### src/rtl/c16pf_pkg.sv
// Shared types, constants and the CRC-16/MODBUS byte update for the packet framer.
`timescale 1ns / 1ps
package c16pf_pkg;

  localparam int IDX_W      = 5;
  localparam int CFG_DATA_W = 16;

  localparam logic [7:0]  SYNC_CHAR    = 8'h23;
  localparam logic [7:0]  HDR_MARK     = 8'hFF;
  localparam logic [7:0]  PKT_TYPE     = 8'd18;
  localparam logic [15:0] CRC_POLY     = 16'hA001;
  localparam logic [15:0] CRC_INIT     = 16'hFFFF;
  localparam logic [15:0] LEN_OVERHEAD = 16'd19;

  // Byte positions within one run of output beats
  localparam logic [IDX_W-1:0] IDX_FIRST    = 5'd0;
  localparam logic [IDX_W-1:0] IDX_HDR_LAST = 5'd16;
  localparam logic [IDX_W-1:0] IDX_HDR_CRCH = 5'd17;
  localparam logic [IDX_W-1:0] IDX_HDR_CRCL = 5'd18;
  localparam logic [IDX_W-1:0] IDX_DAT_CRCH = 5'd1;
  localparam logic [IDX_W-1:0] IDX_DAT_CRCL = 5'd2;

  typedef enum logic {
    CMD_START = 1'b0,
    CMD_DATA  = 1'b1
  } cmd_t;

  typedef enum logic {
    REG_SERIAL_PREFIX = 1'b0,
    REG_SERIAL_NUMBER = 1'b1
  } reg_idx_t;

  typedef struct packed {
    logic [7:0] out_byte;
    logic       last_of_run;
    logic       end_of_packet;
  } beat_t;

  function automatic logic [15:0] crc16_byte(input logic [15:0] crc, input logic [7:0] b);
    logic [15:0] c;
    c = crc ^ {8'h00, b};
    for (int k = 0; k < 8; k++) begin
      if (c[0]) begin
        c = (c >> 1) ^ CRC_POLY;
      end else begin
        c = c >> 1;
      end
    end
    return c;
  endfunction

endpackage

### src/rtl/c16pf_in_if.sv
// Input item channel: valid/ready handshake with start and data fields.
`timescale 1ns / 1ps
interface c16pf_in_if;
  logic        valid;
  logic        ready;
  logic        command;
  logic [15:0] measurement_number;
  logic [15:0] device_type;
  logic [31:0] device_serial;
  logic [7:0]  exception_code;
  logic [7:0]  result_length;
  logic [7:0]  data_byte;

  modport source (
    output valid, command, measurement_number, device_type, device_serial,
    output exception_code, result_length, data_byte,
    input  ready
  );

  modport sink (
    input  valid, command, measurement_number, device_type, device_serial,
    input  exception_code, result_length, data_byte,
    output ready
  );
endinterface

### src/rtl/c16pf_out_if.sv
// Output byte channel: valid/ready handshake carrying one packet byte per beat.
`timescale 1ns / 1ps
interface c16pf_out_if;
  logic       valid;
  logic       ready;
  logic [7:0] out_byte;
  logic       last_of_run;
  logic       end_of_packet;

  modport source (
    output valid, out_byte, last_of_run, end_of_packet,
    input  ready
  );

  modport sink (
    input  valid, out_byte, last_of_run, end_of_packet,
    output ready
  );
endinterface

### src/rtl/crc16_packet_framer.sv
// Measurement packet framer with CRC-16/MODBUS trailer: top level.
//
// One output beat per cycle while the sink is ready. A data item gives one
// byte, or three when it is the last data byte and the two CRC bytes
// follow; a start item gives the 17 header bytes, or 19 with a zero
// result length. A data item with no packet open is dropped without a beat.
// The next item is taken in the same cycle as the last beat of the current
// one, so the single byte-wide output register sets the rate. No clearing
// pass after reset.
`timescale 1ns / 1ps
module crc16_packet_framer (
  input  logic                              clk,
  input  logic                              rst_n,
  c16pf_in_if.sink                          in_ch,
  c16pf_out_if.source                       out_ch,
  input  logic                              cfg_we,
  input  logic [0:0]                        cfg_index,
  input  logic [c16pf_pkg::CFG_DATA_W-1:0]  cfg_data
);

  c16pf_pkg::beat_t beat;
  logic             beat_valid;
  logic             beat_ready;

  c16pf_seq u_seq (
    .clk        (clk),
    .rst_n      (rst_n),
    .in_ch      (in_ch),
    .cfg_we     (cfg_we),
    .cfg_index  (cfg_index),
    .cfg_data   (cfg_data),
    .beat       (beat),
    .beat_valid (beat_valid),
    .beat_ready (beat_ready)
  );

  c16pf_out_reg u_out_reg (
    .clk        (clk),
    .rst_n      (rst_n),
    .beat       (beat),
    .beat_valid (beat_valid),
    .beat_ready (beat_ready),
    .out_ch     (out_ch)
  );

endmodule

### src/rtl/c16pf_seq.sv
// Item register, byte sequencer, CRC state and configuration registers.
`timescale 1ns / 1ps
module c16pf_seq (
  input  logic                              clk,
  input  logic                              rst_n,
  c16pf_in_if.sink                          in_ch,
  input  logic                              cfg_we,
  input  logic [0:0]                        cfg_index,
  input  logic [c16pf_pkg::CFG_DATA_W-1:0]  cfg_data,
  output c16pf_pkg::beat_t                  beat,
  output logic                              beat_valid,
  input  logic                              beat_ready
);

  logic                          item_valid_r, item_valid_nxt;
  c16pf_pkg::cmd_t               cmd_r;
  logic [15:0]                   meas_r;
  logic [15:0]                   dtype_r;
  logic [31:0]                   dser_r;
  logic [7:0]                    exc_r;
  logic [7:0]                    rlen_r;
  logic [7:0]                    data_r;
  logic [c16pf_pkg::IDX_W-1:0]   idx_r, idx_nxt;
  logic [15:0]                   crc_r, crc_nxt;
  logic [7:0]                    rem_r, rem_nxt;
  logic                          open_r, open_nxt;
  logic [7:0]                    prefix_r;
  logic [15:0]                   serial_r;

  logic        skip, emit, fire, last, eop, accept, retire;
  logic [7:0]  cur_byte;
  logic [15:0] total_len;
  logic        is_start;

  assign is_start  = (cmd_r == c16pf_pkg::CMD_START);
  assign total_len = c16pf_pkg::LEN_OVERHEAD + {8'h00, rlen_r};

  // Data beats with no open packet produce nothing: drop them
  assign skip   = item_valid_r && !is_start && (idx_r == c16pf_pkg::IDX_FIRST) &&
                  (!open_r || rem_r == 8'h00);
  assign emit   = item_valid_r && !skip;
  assign fire   = emit && beat_ready;
  assign retire = skip || (fire && last);
  assign in_ch.ready = !item_valid_r || retire;
  assign accept = in_ch.valid && in_ch.ready;

  always_comb begin
    cur_byte = 8'h00;
    last     = 1'b0;
    eop      = 1'b0;
    if (is_start) begin
      case (idx_r)
        5'd0:    cur_byte = c16pf_pkg::SYNC_CHAR;
        5'd1:    cur_byte = prefix_r;
        5'd2:    cur_byte = serial_r[15:8];
        5'd3:    cur_byte = serial_r[7:0];
        5'd4:    cur_byte = c16pf_pkg::HDR_MARK;
        5'd5:    cur_byte = c16pf_pkg::PKT_TYPE;
        5'd6:    cur_byte = total_len[15:8];
        5'd7:    cur_byte = total_len[7:0];
        5'd8:    cur_byte = meas_r[15:8];
        5'd9:    cur_byte = meas_r[7:0];
        5'd10:   cur_byte = dtype_r[15:8];
        5'd11:   cur_byte = dtype_r[7:0];
        5'd12:   cur_byte = dser_r[31:24];
        5'd13:   cur_byte = dser_r[23:16];
        5'd14:   cur_byte = dser_r[15:8];
        5'd15:   cur_byte = dser_r[7:0];
        5'd16:   cur_byte = exc_r;
        5'd17:   cur_byte = crc_r[15:8];
        5'd18:   cur_byte = crc_r[7:0];
        default: cur_byte = 8'h00;
      endcase
      last = (idx_r == c16pf_pkg::IDX_HDR_LAST && rlen_r != 8'h00) ||
             (idx_r == c16pf_pkg::IDX_HDR_CRCL);
      eop  = (idx_r == c16pf_pkg::IDX_HDR_CRCL);
    end else begin
      if (idx_r == c16pf_pkg::IDX_DAT_CRCH) begin
        cur_byte = crc_r[15:8];
      end else if (idx_r == c16pf_pkg::IDX_DAT_CRCL) begin
        cur_byte = crc_r[7:0];
      end else begin
        cur_byte = data_r;
      end
      last = (idx_r == c16pf_pkg::IDX_FIRST && rem_r != 8'h01) ||
             (idx_r == c16pf_pkg::IDX_DAT_CRCL);
      eop  = (idx_r == c16pf_pkg::IDX_DAT_CRCL);
    end
  end

  assign beat_valid         = emit;
  assign beat.out_byte      = cur_byte;
  assign beat.last_of_run   = last;
  assign beat.end_of_packet = eop;

  always_comb begin
    item_valid_nxt = item_valid_r;
    idx_nxt        = idx_r;
    crc_nxt        = crc_r;
    rem_nxt        = rem_r;
    open_nxt       = open_r;
    if (retire) begin
      item_valid_nxt = 1'b0;
    end
    if (fire) begin
      idx_nxt = idx_r + 5'd1;
      if (is_start) begin
        if (idx_r == c16pf_pkg::IDX_FIRST) begin
          crc_nxt  = c16pf_pkg::CRC_INIT;
          rem_nxt  = rlen_r;
          open_nxt = 1'b1;
        end else if (idx_r <= c16pf_pkg::IDX_HDR_LAST) begin
          crc_nxt = c16pf_pkg::crc16_byte(crc_r, cur_byte);
        end
      end else if (idx_r == c16pf_pkg::IDX_FIRST) begin
        crc_nxt = c16pf_pkg::crc16_byte(crc_r, cur_byte);
        rem_nxt = rem_r - 8'h01;
      end
      // Close the packet after its final CRC byte
      if (eop) begin
        open_nxt = 1'b0;
        rem_nxt  = 8'h00;
      end
    end
    if (accept) begin
      item_valid_nxt = 1'b1;
      idx_nxt        = c16pf_pkg::IDX_FIRST;
    end
  end

  always_ff @(posedge clk) begin
    if (!rst_n) begin
      item_valid_r <= 1'b0;
      idx_r        <= c16pf_pkg::IDX_FIRST;
      crc_r        <= c16pf_pkg::CRC_INIT;
      rem_r        <= 8'h00;
      open_r       <= 1'b0;
    end else begin
      item_valid_r <= item_valid_nxt;
      idx_r        <= idx_nxt;
      crc_r        <= crc_nxt;
      rem_r        <= rem_nxt;
      open_r       <= open_nxt;
    end
  end

  always_ff @(posedge clk) begin
    if (accept) begin
      cmd_r   <= c16pf_pkg::cmd_t'(in_ch.command);
      meas_r  <= in_ch.measurement_number;
      dtype_r <= in_ch.device_type;
      dser_r  <= in_ch.device_serial;
      exc_r   <= in_ch.exception_code;
      rlen_r  <= in_ch.result_length;
      data_r  <= in_ch.data_byte;
    end
  end

  always_ff @(posedge clk) begin
    if (!rst_n) begin
      prefix_r <= 8'h00;
      serial_r <= 16'h0000;
    end else if (cfg_we) begin
      unique case (c16pf_pkg::reg_idx_t'(cfg_index))
        c16pf_pkg::REG_SERIAL_PREFIX: prefix_r <= cfg_data[7:0];
        c16pf_pkg::REG_SERIAL_NUMBER: serial_r <= cfg_data;
        default: ;
      endcase
    end
  end

  a_open_has_bytes: assert property (@(posedge clk) disable iff (!rst_n)
    (open_r && rem_r == 8'h00) |-> item_valid_r)
    else $error("open packet with no bytes remaining and no CRC pending");

  a_eop_closes: assert property (@(posedge clk) disable iff (!rst_n)
    (fire && eop) |=> !open_r)
    else $error("packet still open after final CRC byte");

  a_idx_range: assert property (@(posedge clk) disable iff (!rst_n)
    item_valid_r |-> idx_r <= c16pf_pkg::IDX_HDR_CRCL)
    else $error("byte index out of range");

  a_accept_loads: assert property (@(posedge clk) disable iff (!rst_n)
    accept |=> item_valid_r && idx_r == c16pf_pkg::IDX_FIRST)
    else $error("accepted item not loaded at first byte");

  a_eop_is_last: assert property (@(posedge clk) disable iff (!rst_n)
    (emit && eop) |-> last)
    else $error("end of packet not flagged as last of run");

endmodule

### src/rtl/c16pf_out_reg.sv
// Output register between the byte sequencer and the result channel.
`timescale 1ns / 1ps
module c16pf_out_reg (
  input  logic              clk,
  input  logic              rst_n,
  input  c16pf_pkg::beat_t  beat,
  input  logic              beat_valid,
  output logic              beat_ready,
  c16pf_out_if.source       out_ch
);

  logic             valid_r, valid_nxt;
  c16pf_pkg::beat_t beat_r;

  assign beat_ready = !valid_r || out_ch.ready;

  always_comb begin
    valid_nxt = valid_r;
    if (beat_ready) begin
      valid_nxt = beat_valid;
    end
  end

  always_ff @(posedge clk) begin
    if (!rst_n) begin
      valid_r <= 1'b0;
    end else begin
      valid_r <= valid_nxt;
    end
  end

  // Hold the beat while the sink stalls
  always_ff @(posedge clk) begin
    if (beat_ready && beat_valid) begin
      beat_r <= beat;
    end
  end

  assign out_ch.valid         = valid_r;
  assign out_ch.out_byte      = beat_r.out_byte;
  assign out_ch.last_of_run   = beat_r.last_of_run;
  assign out_ch.end_of_packet = beat_r.end_of_packet;

endmodule

### src/flat_wrapper.sv
// flat-port wrapper written by rule: the top's interface ports become plain ports
module crc16_packet_framer_flat 
  (clk, rst_n, cfg_we, cfg_index, cfg_data, in_ch_valid, in_ch_command, in_ch_measurement_number, in_ch_device_type, in_ch_device_serial, in_ch_exception_code, in_ch_result_length, in_ch_data_byte, in_ch_ready, out_ch_valid, out_ch_out_byte, out_ch_last_of_run, out_ch_end_of_packet, out_ch_ready);
  c16pf_in_if in_ch_i ();
  c16pf_out_if out_ch_i ();
  input  logic clk;
  input  logic rst_n;
  input  logic cfg_we;
  input  logic [0:0] cfg_index;
  input  logic [c16pf_pkg::CFG_DATA_W-1:0] cfg_data;
  input wire logic [$bits(in_ch_i.valid)-1:0] in_ch_valid;
  input wire logic [$bits(in_ch_i.command)-1:0] in_ch_command;
  input wire logic [$bits(in_ch_i.measurement_number)-1:0] in_ch_measurement_number;
  input wire logic [$bits(in_ch_i.device_type)-1:0] in_ch_device_type;
  input wire logic [$bits(in_ch_i.device_serial)-1:0] in_ch_device_serial;
  input wire logic [$bits(in_ch_i.exception_code)-1:0] in_ch_exception_code;
  input wire logic [$bits(in_ch_i.result_length)-1:0] in_ch_result_length;
  input wire logic [$bits(in_ch_i.data_byte)-1:0] in_ch_data_byte;
  output wire logic [$bits(in_ch_i.ready)-1:0] in_ch_ready;
  output wire logic [$bits(out_ch_i.valid)-1:0] out_ch_valid;
  output wire logic [$bits(out_ch_i.out_byte)-1:0] out_ch_out_byte;
  output wire logic [$bits(out_ch_i.last_of_run)-1:0] out_ch_last_of_run;
  output wire logic [$bits(out_ch_i.end_of_packet)-1:0] out_ch_end_of_packet;
  input wire logic [$bits(out_ch_i.ready)-1:0] out_ch_ready;
  assign in_ch_i.valid = in_ch_valid;
  assign in_ch_i.command = in_ch_command;
  assign in_ch_i.measurement_number = in_ch_measurement_number;
  assign in_ch_i.device_type = in_ch_device_type;
  assign in_ch_i.device_serial = in_ch_device_serial;
  assign in_ch_i.exception_code = in_ch_exception_code;
  assign in_ch_i.result_length = in_ch_result_length;
  assign in_ch_i.data_byte = in_ch_data_byte;
  assign in_ch_ready = in_ch_i.ready;
  assign out_ch_valid = out_ch_i.valid;
  assign out_ch_out_byte = out_ch_i.out_byte;
  assign out_ch_last_of_run = out_ch_i.last_of_run;
  assign out_ch_end_of_packet = out_ch_i.end_of_packet;
  assign out_ch_i.ready = out_ch_ready;
  crc16_packet_framer u_core (.clk(clk), .rst_n(rst_n), .in_ch(in_ch_i), .out_ch(out_ch_i), .cfg_we(cfg_we), .cfg_index(cfg_index), .cfg_data(cfg_data));
endmodule
### config.mk
export PLATFORM = sky130hd
export DESIGN_NAME = crc16_packet_framer_flat
export DESIGN_NICKNAME = d
export VERILOG_FILES = /design/src/rtl/c16pf_pkg.sv /design/src/rtl/c16pf_in_if.sv /design/src/rtl/c16pf_out_if.sv /design/src/rtl/crc16_packet_framer.sv /design/src/rtl/c16pf_seq.sv /design/src/rtl/c16pf_out_reg.sv /design/src/flat_wrapper.sv
export SDC_FILE = /design/constraint.sdc
export NUM_CORES = 1
export LEC_CHECK = 0
export BUFFER_PORTS_ARGS = -buffer_cell sky130_fd_sc_hd__buf_2
export CAP_MARGIN = 20
export CELL_PAD_IN_SITES_DETAIL_PLACEMENT = 2
export CELL_PAD_IN_SITES_GLOBAL_PLACEMENT = 2
export CORE_AREA = 2 2 144 146
export DETAILED_ROUTE_END_ITERATION = 6
export DIE_AREA = 0 0 146 148
export PLACE_DENSITY = 0.89
export SYNTH_ARGS = -nofsm -noshare
export SYNTH_HDL_FRONTEND = slang
export SYNTH_SLANG_ARGS = --single-unit
### constraint.sdc
create_clock -name clk -period 8.5 [get_ports clk]
set_input_delay 0.425 -clock clk [delete_from_list [all_inputs] [get_ports clk]]
set_output_delay 0.425 -clock clk [all_outputs]
set_load 0.05 [all_outputs]
==> flow_summary_export.csv, run 1 <==
group,metric,value,unit
run_status,outcome,"finished clean",
worst_setup_path,r2r_setup_slack,3.47,ns
worst_setup_path,worstPathMaxFanout,73,
logic_synthesis,ys_warn_count,0,
worst_setup_path,crit_required,8.80,ns
final_layout,diodes,0,
worst_setup_path,slowest_delay,0.84,ns
hold_path,min_path_cells,1,
logic_synthesis,synthFlopType,"edfxtp_1",
logic_synthesis,synth_edf_count,99,
logic_synthesis,syn_inst,615,
logic_synthesis,async_reset_ff_share,0,%
route,drt_iter0_drc,503,
placement,hpwlAfterDp,18.26,mm
die,die-height,148,um
die,die-area,21610,um^2
worst_setup_path,critPathArrivalTime,5.33,ns
hold_path,min_to,"u_core.u_seq.exc_r[2]",
pwr,power.leakage,3.277,nW
grt,grt_max_degree,74,
placement,dp_slack,3.714,ns
final_layout,n_fill_cell,2087,
final_layout,area_growth_syn_to_layout,19.44,%
worst_setup_path,worst_path_most_repeated_cell,"a21oi_1",
sta,rsz0062_at_grt,"no",
sta,hold_ws,0.1660,ns
logic_synthesis,synth.distinct_cells,83,
sta,finalSetupViolCount,0,
worst_setup_path,cpMaxStageDelayCell,"buf_4",
route,wl_per_cell,25.22,um
worst_setup_path,regToRegStartpoint,"u_core.u_seq.idx_r[0]",
pwr,power.density,220.2,nW/um^2
grt,grt-ovfl-total,0,
die,start_util,36.52,%
worst_setup_path,endpoint_kind,"flop",
clock_network,cts_buffers,17,
sta,drv_slew,0,
clock_network,h-tree-depth,4,
die,placementRows,52,
final_layout,drive_gt1_share,26.25,%
clock_network,clk-insertion-delay-late,0.43,ns
route,routed_wl,25.45,mm
final_layout,nets,846,
worst_setup_path,worstSetupPathType,"flop to flop",
sta,worst_slew_pin_slew,1.092,ns
worst_setup_path,rr_worst_depth,12,
clock_network,cts_hold_buffers,0,
sta,relSlewSlack,26.86,%
sta,max_freq,198.9,MHz
worst_setup_path,crit_chain,"inv_1 -> ha_1 -> nor2b_1 -> nand2_1 -> a21oi_1 -> nor2_1 -> a21oi_1 -> a21oi_1 -> nor2b_4 -> buf_4 -> nand2b_1 -> a211oi_1",
route,antenna_left,0,
clock_network,cts_resized,0,
route,first_pass_iters,5,
sta,period_minus_slack,5.029,ns
final_layout,fin_area,8741,um^2
sta,clock_skew,0.01125,ns
logic_synthesis,synth_nets,735,
clock_network,clock-root-buffer,"clkbuf_16",
hold_path,holdCritPathClass,"primary input to flop",
clock_network,cts_tree,"done",
grt,antenna_found_initial,0,
worst_setup_path,r2r-end,"u_core.u_seq.idx_r[4]",
route,drc,0,
sta,setup_slack,3.471,ns
die,die_w,146,um
die,pin_count,123,
job,drv_cap,0,
sta,finalHoldViolCount,0,
clock_network,clkSlewWorstSetupHoldPaths,0.07,ns
clock_network,cts_setup_buffers,0,
grt,grt_pass1_vias,6209,
placement,place_congestion,0.8726,
placement,place_area,8127,um^2
pwr,peakVddDrop,0.0001681,V
logic_synthesis,yosysSeqAreaShare,55.94,%
grt,grt_first_pass_wirelength,38.65,mm
logic_synthesis,synth-seq-cells,155,
grt,grt_usage,23.97,%
sta,tns,0,ns
route,num_vias,5753,
clock_network,clockBufferDepth,2,
sta,min_period_over_period,59.16,%
route,vias_per_cell,5.702,
worst_setup_path,worstSetupStartpointType,"flop",
logic_synthesis,syn_avg_cell_area,11.90,um^2
logic_synthesis,syn_area,7318,um^2
clock_network,clock-sinks,155,
die,coreArea,20040,um^2
hold_path,hp-start,"in_ch_exception_code[2]",
pwr,p_total,1.925,mW
placement,port_buffers,122,
==> worst max path at each step <==
stage	to	from	slack, ns	cells past startpoint
5_1_grt	u_core.u_seq.idx_r[4]	u_core.u_seq.idx_r[0]	3.05	12
2_1_floorplan	u_core.u_seq.idx_r[4]	u_core.u_seq.idx_r[0]	2.10	13
3_3_place_gp	u_core.u_seq.crc_r[0]	u_core.u_seq.idx_r[0]	4.29	12
3_5_place_dp	u_core.u_seq.idx_r[4]	u_core.u_seq.idx_r[0]	3.71	12
4_1_cts	u_core.u_seq.idx_r[4]	u_core.u_seq.idx_r[0]	3.56	12
6_report	u_core.u_seq.idx_r[4]	u_core.u_seq.idx_r[0]	3.47	12
==> synth_stat cells, types with 5 or more instances <==
library cell	number	area share (%)
edfxtp_1	99	41
and2_1	5	0.43
a32oi_1	8	0.96
clkbuf_1	23	1.2
buf_2	5	0.34
nor2b_1	15	1.3
o22ai_1	12	1.0
a22o_1	9	1.1
a221oi_1	6	0.72
mux2i_1	24	3.3
nor2_1	29	1.5
nand3_1	9	0.62
mux2_2	5	0.77
dfxtp_1	56	15
ha_1	9	1.5
nand2_1	74	3.8
a222oi_1	6	0.82
o21ai_0	16	1.1
inv_1	15	0.77
a21oi_1	14	0.96
buf_6	5	0.77
nor3_1	12	0.82
nand2b_1	7	0.60
xor2_1	5	0.60
a22oi_1	15	1.5
a21boi_0	19	1.9
xnor2_1	18	2.2
==> registers in the layout, summed over array words and instances (netlist names), 5 cells and up <==
signal / count
u_core.u_seq.idx_r: 5
u_core.u_seq.meas_r: 16
u_core.u_seq.rem_r: 8
u_core.u_seq.exc_r: 8
u_core.u_seq.serial_r: 16
u_core.u_seq.dser_r: 32
u_core.u_seq.data_r: 8
u_core.u_seq.crc_r: 16
u_core.u_seq.rlen_r: 8
u_core.u_seq.dtype_r: 16
u_core.u_out_reg.out_ch.out_byte: 8
u_core.u_seq.prefix_r: 8
==> through the flow <==
stage,std cells,util (%)
after detailed placement,977,40.55
after CTS,1009,43.62
after floorplan,615,-
final,1009,43.62
after global routing,1009,43.62
after global placement,977,40.55
==> placed cells by master, fill, tap and decap left out, drive strengths merged, types with 9 or more instances in the layout <==
cell type	n
inv	18
o22ai	12
xnor2	22
nand2	74
a21oi	17
a22oi	15
o21ai	20
nor3	12
clkbuf	22
dfxtp	56
nor2	30
nand3	9
a21boi	19
ha	9
a32oi	9
edfxtp	99
buf	128
nor2b	15
mux2i	24
a22o	9
==> where the power goes <==
group | switching [mW] | total (mW) | internal [mW]
clock network | 0.315 | 0.804 | 0.488
logic | 0.135 | 0.230 | 0.0955
registers | 0.0383 | 0.891 | 0.853
total | 0.488 | 1.92 | 1.44
==> worst max-delay path, delay by kind of cell, from the launching register on <==
| kind | cells | cell delay, ns |
|---|---|---|
| adder cells (fa/ha/maj) | 1 | 0.67 |
| AND/OR/NAND/NOR | 5 | 2.00 |
| buffers and inverters | 2 | 0.98 |
| AO/OA/AOI/OAI | 4 | 0.81 |
| flip-flops | 1 | 0.38 |
==> layer usage <==
metal,routed length [um],share of wire (%),track usage (%)
met1,10170,40,28.62
met2,13030,51,42.17
met3,1383,5.4,5.247
met4,872,3.4,9.612
met5,0,0,0
==> final cells by class <==
| cell class | count | area [um^2] | share of cell area, % |
|---|---|---|---|
| Sequential cell | 155 | 4094 | 46.84 |
| Multi-Input combinational cell | 408 | 2979 | 34.08 |
| Timing Repair Buffer | 128 | 655.6 | 7.501 |
| Clock buffer | 22 | 475.5 | 5.439 |
| Tap cell | 270 | 337.8 | 3.865 |
| Clock inverter | 10 | 138.9 | 1.589 |
| Inverter | 16 | 60.06 | 0.6871 |
==> cells by family after synthesis <==
logic type	synth area share (%)
XOR/XNOR	5.078
buffers and inverters	3.539
AND/OR/NAND/NOR	13.46
multiplexers	4.052
adder cells (fa/ha/maj)	1.676
flip-flops	55.94
AO/OA/AOI/OAI	16.26
(Power assumes the default switching activity.)
==> run 2, diff against run 1 <==
--- a/config.mk
+++ b/config.mk
@@ -9,10 +9,10 @@
 export CAP_MARGIN = 20
 export CELL_PAD_IN_SITES_DETAIL_PLACEMENT = 2
 export CELL_PAD_IN_SITES_GLOBAL_PLACEMENT = 2
-export CORE_AREA = 2 2 144 146
+export CORE_AREA = 2 2 150 152
 export DETAILED_ROUTE_END_ITERATION = 6
-export DIE_AREA = 0 0 146 148
-export PLACE_DENSITY = 0.89
+export DIE_AREA = 0 0 152 154
+export PLACE_DENSITY = 0.87
 export SYNTH_ARGS = -nofsm -noshare
 export SYNTH_HDL_FRONTEND = slang
 export SYNTH_SLANG_ARGS = --single-unit
==> constraint.sdc (replaced) <==
create_clock -name clk -period 4.5 [get_ports clk]
set_input_delay 0.225 -clock clk [delete_from_list [all_inputs] [get_ports clk]]
set_output_delay 0.225 -clock clk [all_outputs]
set_load 0.05 [all_outputs]
==> run 2 against run 1 <==
  * Sequential share of layout area decreased by 4.9 points
  * Non-clock buffer count increased by 99
  * Highest routed layer unchanged
  * Fmax increased by 16%
  * Register-to-register slack got worse by 3.3 ns
  * Clock-buffer cell count decreased by 5
  * Global-route usage increased by 3.7 points
  * Largest cell class unchanged
==> flow_summary_export.csv, run 2 (synthesis results as in run 1) <==
group,metric,value,unit
route,wl_per_cell,28.73,um
worst_setup_path,crit_required,4.77,ns
worst_setup_path,worstSetupStartpointType,"flop",
pwr,peakVddDrop,0.0003087,V
sta,finalHoldViolCount,0,
clock_network,cts_tree,"done",
pwr,p_total,3.749,mW
worst_setup_path,critPathArrivalTime,4.62,ns
worst_setup_path,worstSetupPathType,"flop to flop",
worst_setup_path,crit_chain,"buf_4 -> and3_1 -> ha_1 -> a21oi_1 -> nand3_1 -> a221oi_1 -> a22oi_1 -> xor3_1 -> xnor3_2 -> xor2_1 -> mux2i_1 -> a31oi_1",
route,vias_per_cell,5.752,
clock_network,clockBufferDepth,2,
worst_setup_path,worstPathMaxFanout,19,
worst_setup_path,rr_worst_depth,12,
worst_setup_path,crit_end,"u_core.u_seq.crc_r[0]",
route,first_pass_iters,5,
clock_network,cts_buffers,17,
grt,grt_first_pass_wirelength,47.83,mm
route,met1_length,12.10,mm
grt,grt_pass1_vias,7182,
sta,worst_slew_pin_slew,0.9588,ns
final_layout,nets,945,
worst_setup_path,r2r-end,"u_core.u_seq.crc_r[0]",
grt,grt-ovfl-total,0,
pwr,switchingPower,1.057,mW
die,placementRows,54,
clock_network,cts_resized,0,
die,start_util,33.74,%
pwr,power.leakage,3.706,nW
worst_setup_path,endpoint_kind,"flop",
worst_setup_path,startpoint,"u_core.u_seq.idx_r[3]",
clock_network,cts_hold_buffers,87,
route,routed_wl,32.15,mm
job,drv_cap,0,
placement,port_buffers,122,
final_layout,drive_gt1_share,24.82,%
grt,antenna_found_initial,1,
grt,grt_max_degree,55,
clock_network,h-tree-depth,4,
worst_setup_path,r2r_setup_slack,0.15,ns
worst_setup_path,slowest_delay,0.95,ns
final_layout,largest_register_ffs,32,
sta,rsz0062_at_grt,"no",
route,drt_iter0_drc,687,
final_layout,top_register,"u_core.u_seq.dser_r",
route,antenna_left,0,
final_layout,area_growth_syn_to_layout,33.41,%
final_layout,n_fill_cell,2150,
pwr,comb_power_share,14.3,%
sta,finalSetupViolCount,0,
die,die-area,23410,um^2
die,pin_count,123,
die,die_w,152,um
worst_setup_path,cpMaxStageDelayCell,"dfxtp_1",
pwr,swShare,28.21,%
sta,relSlewSlack,36.08,%
sta,period_minus_slack,4.349,ns
clock_network,clock-root-buffer,"clkbuf_16",
die,die-height,154,um
pwr,p_seq_share,45.1,%
sta,tns,0,ns
clock_network,clkSlewWorstSetupHoldPaths,0.07,ns
pwr,p_clk_share,40.6,%
route,dr_wl_met2,16.09,mm
sta,max_freq,229.9,MHz
run_status,outcome,"finished clean",
clock_network,clk-insertion-delay-late,0.45,ns
clock_network,clock-sinks,155,
pwr,power.density,384.0,nW/um^2
sta,clock_skew,0.01053,ns
worst_setup_path,regToRegStartpoint,"u_core.u_seq.idx_r[3]",
hold_path,holdCritPathClass,"primary input to flop",
final_layout,register_area,4094,um^2
route,wl_met3,1.928,mm
route,drc,0,
placement,hpwlAfterDp,19.40,mm
pwr,intPower,2.691,mW
final_layout,multi_input_area,2979,um^2
sta,drv_slew,0,
clock_network,cts_setup_buffers,0,
sta,min_period_over_period,96.64,%
route,num_vias,6437,
final_layout,layout_commonest_cell,"buf_2",
placement,place_congestion,0.9130,
route,top_layer,"met4",
die,coreArea,21690,um^2
grt,grt_usage,27.68,%
final_layout,final_cell_mix,"122 x buf_2, 99 x edfxtp_1, 88 x dlygate4sd3_1, 74 x nand2_1, 56 x dfxtp_1",
==> run 2: cell type report <==
class / count / area share [%]
clock buffers: 17 / 4.357
flip-flops and latches: 155 / 41.93
clock inverters: 15 / 1.833
inverters: 16 / 0.6151
diodes: 1 / 0.02563
well taps: 280 / 3.588
repair buffers: 227 / 17.13
multi-input cells: 408 / 30.51
==> run 2: per-stage QoR <==
stage	cell area [um^2]	cells	worst slack (ns)	util (%)	hold WS, ns
3_5_place_dp	8264	997	0.5073	38.10	0.4037
3_3_place_gp	8264	997	0.7186	38.10	0.4037
5_1_grt	9763	1119	0.09372	45.02	0.005316
2_1_floorplan	7326	615	0.8438	-	0.3239
6_report	9763	1119	0.1510	45.02	0.02117
4_1_cts	9739	1116	0.3588	44.91	0.01161
==> run 2: worst max-delay path, delay by kind of cell (launching register included) <==
family,cells,cell delay (ns)
xor gates and xnor gates,3,1.17
DFF,1,0.95
AOI/OAI and AO/OA,4,0.72
and+or+nand+nor,2,0.39
adders and majority gates,1,0.39
buffers and inverters,1,0.33
muxes,1,0.23
==> run 2: power groups by stage <==
stage          Clock (mW)  Sequential [mW]  Combinational, mW
4_1_cts              1.52             1.68              0.511
5_1_grt              1.59             1.69              0.571
2_1_floorplan           0             1.69              0.272
3_3_place_gp            0             1.70              0.418
6_report             1.52             1.69              0.536
3_5_place_dp            0             1.71              0.441
==> run 2: worst min path at each step <==
| stage | start | to | slack [ns] | cells after the start |
|---|---|---|---|---|
| floorplan | in_ch_command | u_core.u_seq.cmd_r | 0.32 | 0 |
| global placement | in_ch_device_type[12] | u_core.u_seq.dtype_r[12] | 0.40 | 1 |
| detailed placement | in_ch_device_serial[28] | u_core.u_seq.dser_r[28] | 0.40 | 1 |
| CTS | in_ch_device_serial[20] | u_core.u_seq.dser_r[20] | 0.01 | 1 |
| global route | in_ch_device_serial[20] | u_core.u_seq.dser_r[20] | 0.005 | 1 |
| finish | in_ch_valid | u_core.u_seq.item_valid_r | 0.02 | 2 |
==> run 2: per-layer routing <==
metal,vias up,track usage (%)
met3,116,6.172
met2,354,48.73
met1,3217,30.91
li1,2750,-
met4,0,15.89
met5,-,0
==> run 3, diff against run 2 <==
--- a/config.mk
+++ b/config.mk
@@ -12,7 +12,7 @@
 export CORE_AREA = 2 2 150 152
 export DETAILED_ROUTE_END_ITERATION = 6
 export DIE_AREA = 0 0 152 154
-export PLACE_DENSITY = 0.87
+export PLACE_DENSITY = 0.72
 export SYNTH_ARGS = -nofsm -noshare
 export SYNTH_HDL_FRONTEND = slang
 export SYNTH_SLANG_ARGS = --single-unit
==> constraint.sdc (replaced) <==
create_clock -name clk -period 4.5 [get_ports clk]
set_input_delay 1.125 -clock clk [delete_from_list [all_inputs] [get_ports clk]]
set_output_delay 1.125 -clock clk [all_outputs]
set_load 0.05 [all_outputs]
==> run 3 against run 2 <==
  * Final area decreased by 9.7%
  * Sequential share of layout area up 4.5 points
  * Critical path depth is 5 lower
  * Critical path type is now flop to output port
  * Largest cell class unchanged
==> flow_summary_export.csv, run 3 (synthesis results as in run 1) <==
group,metric,value,unit
worst_setup_path,cpMaxStageDelayCell,"dfxtp_1",
final_layout,final_cells,1029,
grt,grt_first_pass_wirelength,37.84,mm
worst_setup_path,endpoint_kind,"output port",
placement,place_congestion,0.8951,
clock_network,clock-sinks,155,
worst_setup_path,worstPathMaxFanout,23,
sta,finalSetupViolCount,0,
die,placementRows,54,
clock_network,cts_hold_buffers,0,
die,pin_count,123,
final_layout,fin_util,40.64,%
hold_path,min_path_cells,2,
run_status,outcome,"finished clean",
final_layout,diodes,0,
route,vias_per_cell,5.455,
final_layout,n_fill_cell,2254,
clock_network,clock-root-buffer,"clkbuf_16",
worst_setup_path,worst_path_most_repeated_cell,"a21oi_1",
grt,antenna_found_initial,0,
clock_network,clockBufferDepth,2,
route,drc,0,
sta,rsz0062_at_grt,"no",
worst_setup_path,crit_chain,"nor3b_2 -> and2_1 -> o41ai_1 -> a21oi_1 -> a21oi_1 -> inv_1 -> buf_2",
sta,finalHoldViolCount,0,
grt,grt-ovfl-total,0,
route,antenna_left,0,
route,routed_wl,24.53,mm
worst_setup_path,worstSetupStartpointType,"flop",
final_layout,largest_register_ffs,32,
route,first_pass_iters,5,
sta,clock_skew,0.007054,ns
final_layout,register_area,4094,um^2
hold_path,holdCritPathClass,"flop to flop",
clock_network,cts_tree,"done",
worst_setup_path,crit_required,3.38,ns
pwr,power.leakage,3.307,nW
final_layout,final_cell_mix,"122 x buf_2, 99 x edfxtp_1, 74 x nand2_1, 56 x dfxtp_1, 29 x nor2_1",
die,start_util,33.74,%
final_layout,top_register,"u_core.u_seq.dser_r",
grt,grt_max_degree,72,
route,drt_iter0_drc,365,
clock_network,cts_buffers,17,
sta,hold_ws,0.4708,ns
sta,drv_slew,0,
placement,port_buffers,122,
placement,hpwlAfterDp,17.95,mm
die,die-area,23410,um^2
sta,tns,0,ns
worst_setup_path,rr_worst_depth,10,
clock_network,h-tree-depth,4,
final_layout,layout_commonest_cell,"buf_2",
sta,max_freq,229.9,MHz
route,wl_per_cell,23.84,um
final_layout,area_growth_syn_to_layout,20.45,%
route,num_vias,5613,
worst_setup_path,worstSetupPathType,"flop to output port",
pwr,power.density,404.6,nW/um^2
sta,worst_slew_pin_slew,1.126,ns
job,drv_cap,0,
die,die_w,152,um
die,die-height,154,um
grt,grt_usage,21.34,%
pwr,peakVddDrop,0.0002412,V
sta,period_minus_slack,4.350,ns
die,coreArea,21690,um^2
final_layout,multi_input_area,2982,um^2
worst_setup_path,slowest_delay,0.94,ns
sta,min_period_over_period,96.66,%
worst_setup_path,critPathArrivalTime,3.22,ns
sta,relSlewSlack,24.61,%
clock_network,clkSlewWorstSetupHoldPaths,0.07,ns
final_layout,drive_gt1_share,27.64,%
final_layout,nets,856,
placement,dp.cells,996,
clock_network,clk-insertion-delay-late,0.44,ns
grt,grt_pass1_vias,6230,
==> run 3: changes by cell type in the layout (fill, tap and decap cells not counted), sizes merged <==
cell / change
buf: -2
bufinv: -1
clkinv: -1
clkinvlp: +1
diode: -1
dlygate4sd3: -88
dlymetal6s2s: +1
inv: +1
==> run 3: worst max-delay path, delay by kind of cell (launching register included) <==
| kind | cells | cell delay [ns] |
|---|---|---|
| DFF | 1 | 0.94 |
| and+or+nand+nor | 2 | 0.90 |
| buffers and inverters | 2 | 0.34 |
| AOI/OAI and AO/OA | 3 | 0.59 |
==> run 3: cell type report <==
cell class	instances	share of cell area, %
tap	280	3.974
clock inverter	15	1.760
clock buffer	17	4.826
sequential	155	46.44
inverter	16	0.6813
timing repair buffer	138	8.488
multi-input combinational	408	33.83
==> run 3: worst paths after layout <==
kind / start / to / slack, ns
worst max-delay path: u_core.u_seq.idx_r[4] / in_ch_ready / 0.15
worst min-delay path: u_core.u_seq.serial_r[15] / u_core.u_seq.serial_r[15] / 0.47
worst max register to register: u_core.u_seq.idx_r[3] / u_core.u_seq.crc_r[0] / 0.39
worst min register to register: u_core.u_seq.serial_r[15] / u_core.u_seq.serial_r[15] / 0.47
==> run 3: metrics by stage <==
step	total power [mW]	setup WS [ns]	cell area, um^2
after CTS	3.600	0.2071	8800
after global placement	2.115	0.6825	8219
after floorplan	1.959	0.8438	7326
after detailed placement	2.133	0.5587	8219
final	3.566	0.1503	8815
after global routing	3.696	0.004945	8815
==> run 3: where the power goes <==
group	internal, mW	leakage [nW]	switching (mW)
sequential	1.61	1.41	0.0662
clock	0.783	0.279	0.678
combinational	0.186	1.61	0.245
==> run 3: routing by layer <==
layer  global-route usage (%)  up-vias  wire length (um)
met5                        0        -                 0
met2                    37.19      151             12360
met1                    26.21     2856             10570
met3                    4.087       40               919
li1                         -     2566                 -
met4                    8.189        0               683
==> run 3: what timing repair did <==
item,CTS,global route
gates resized for setup,0,1
setup endpoints to repair,0,1
buffers inserted,0,0
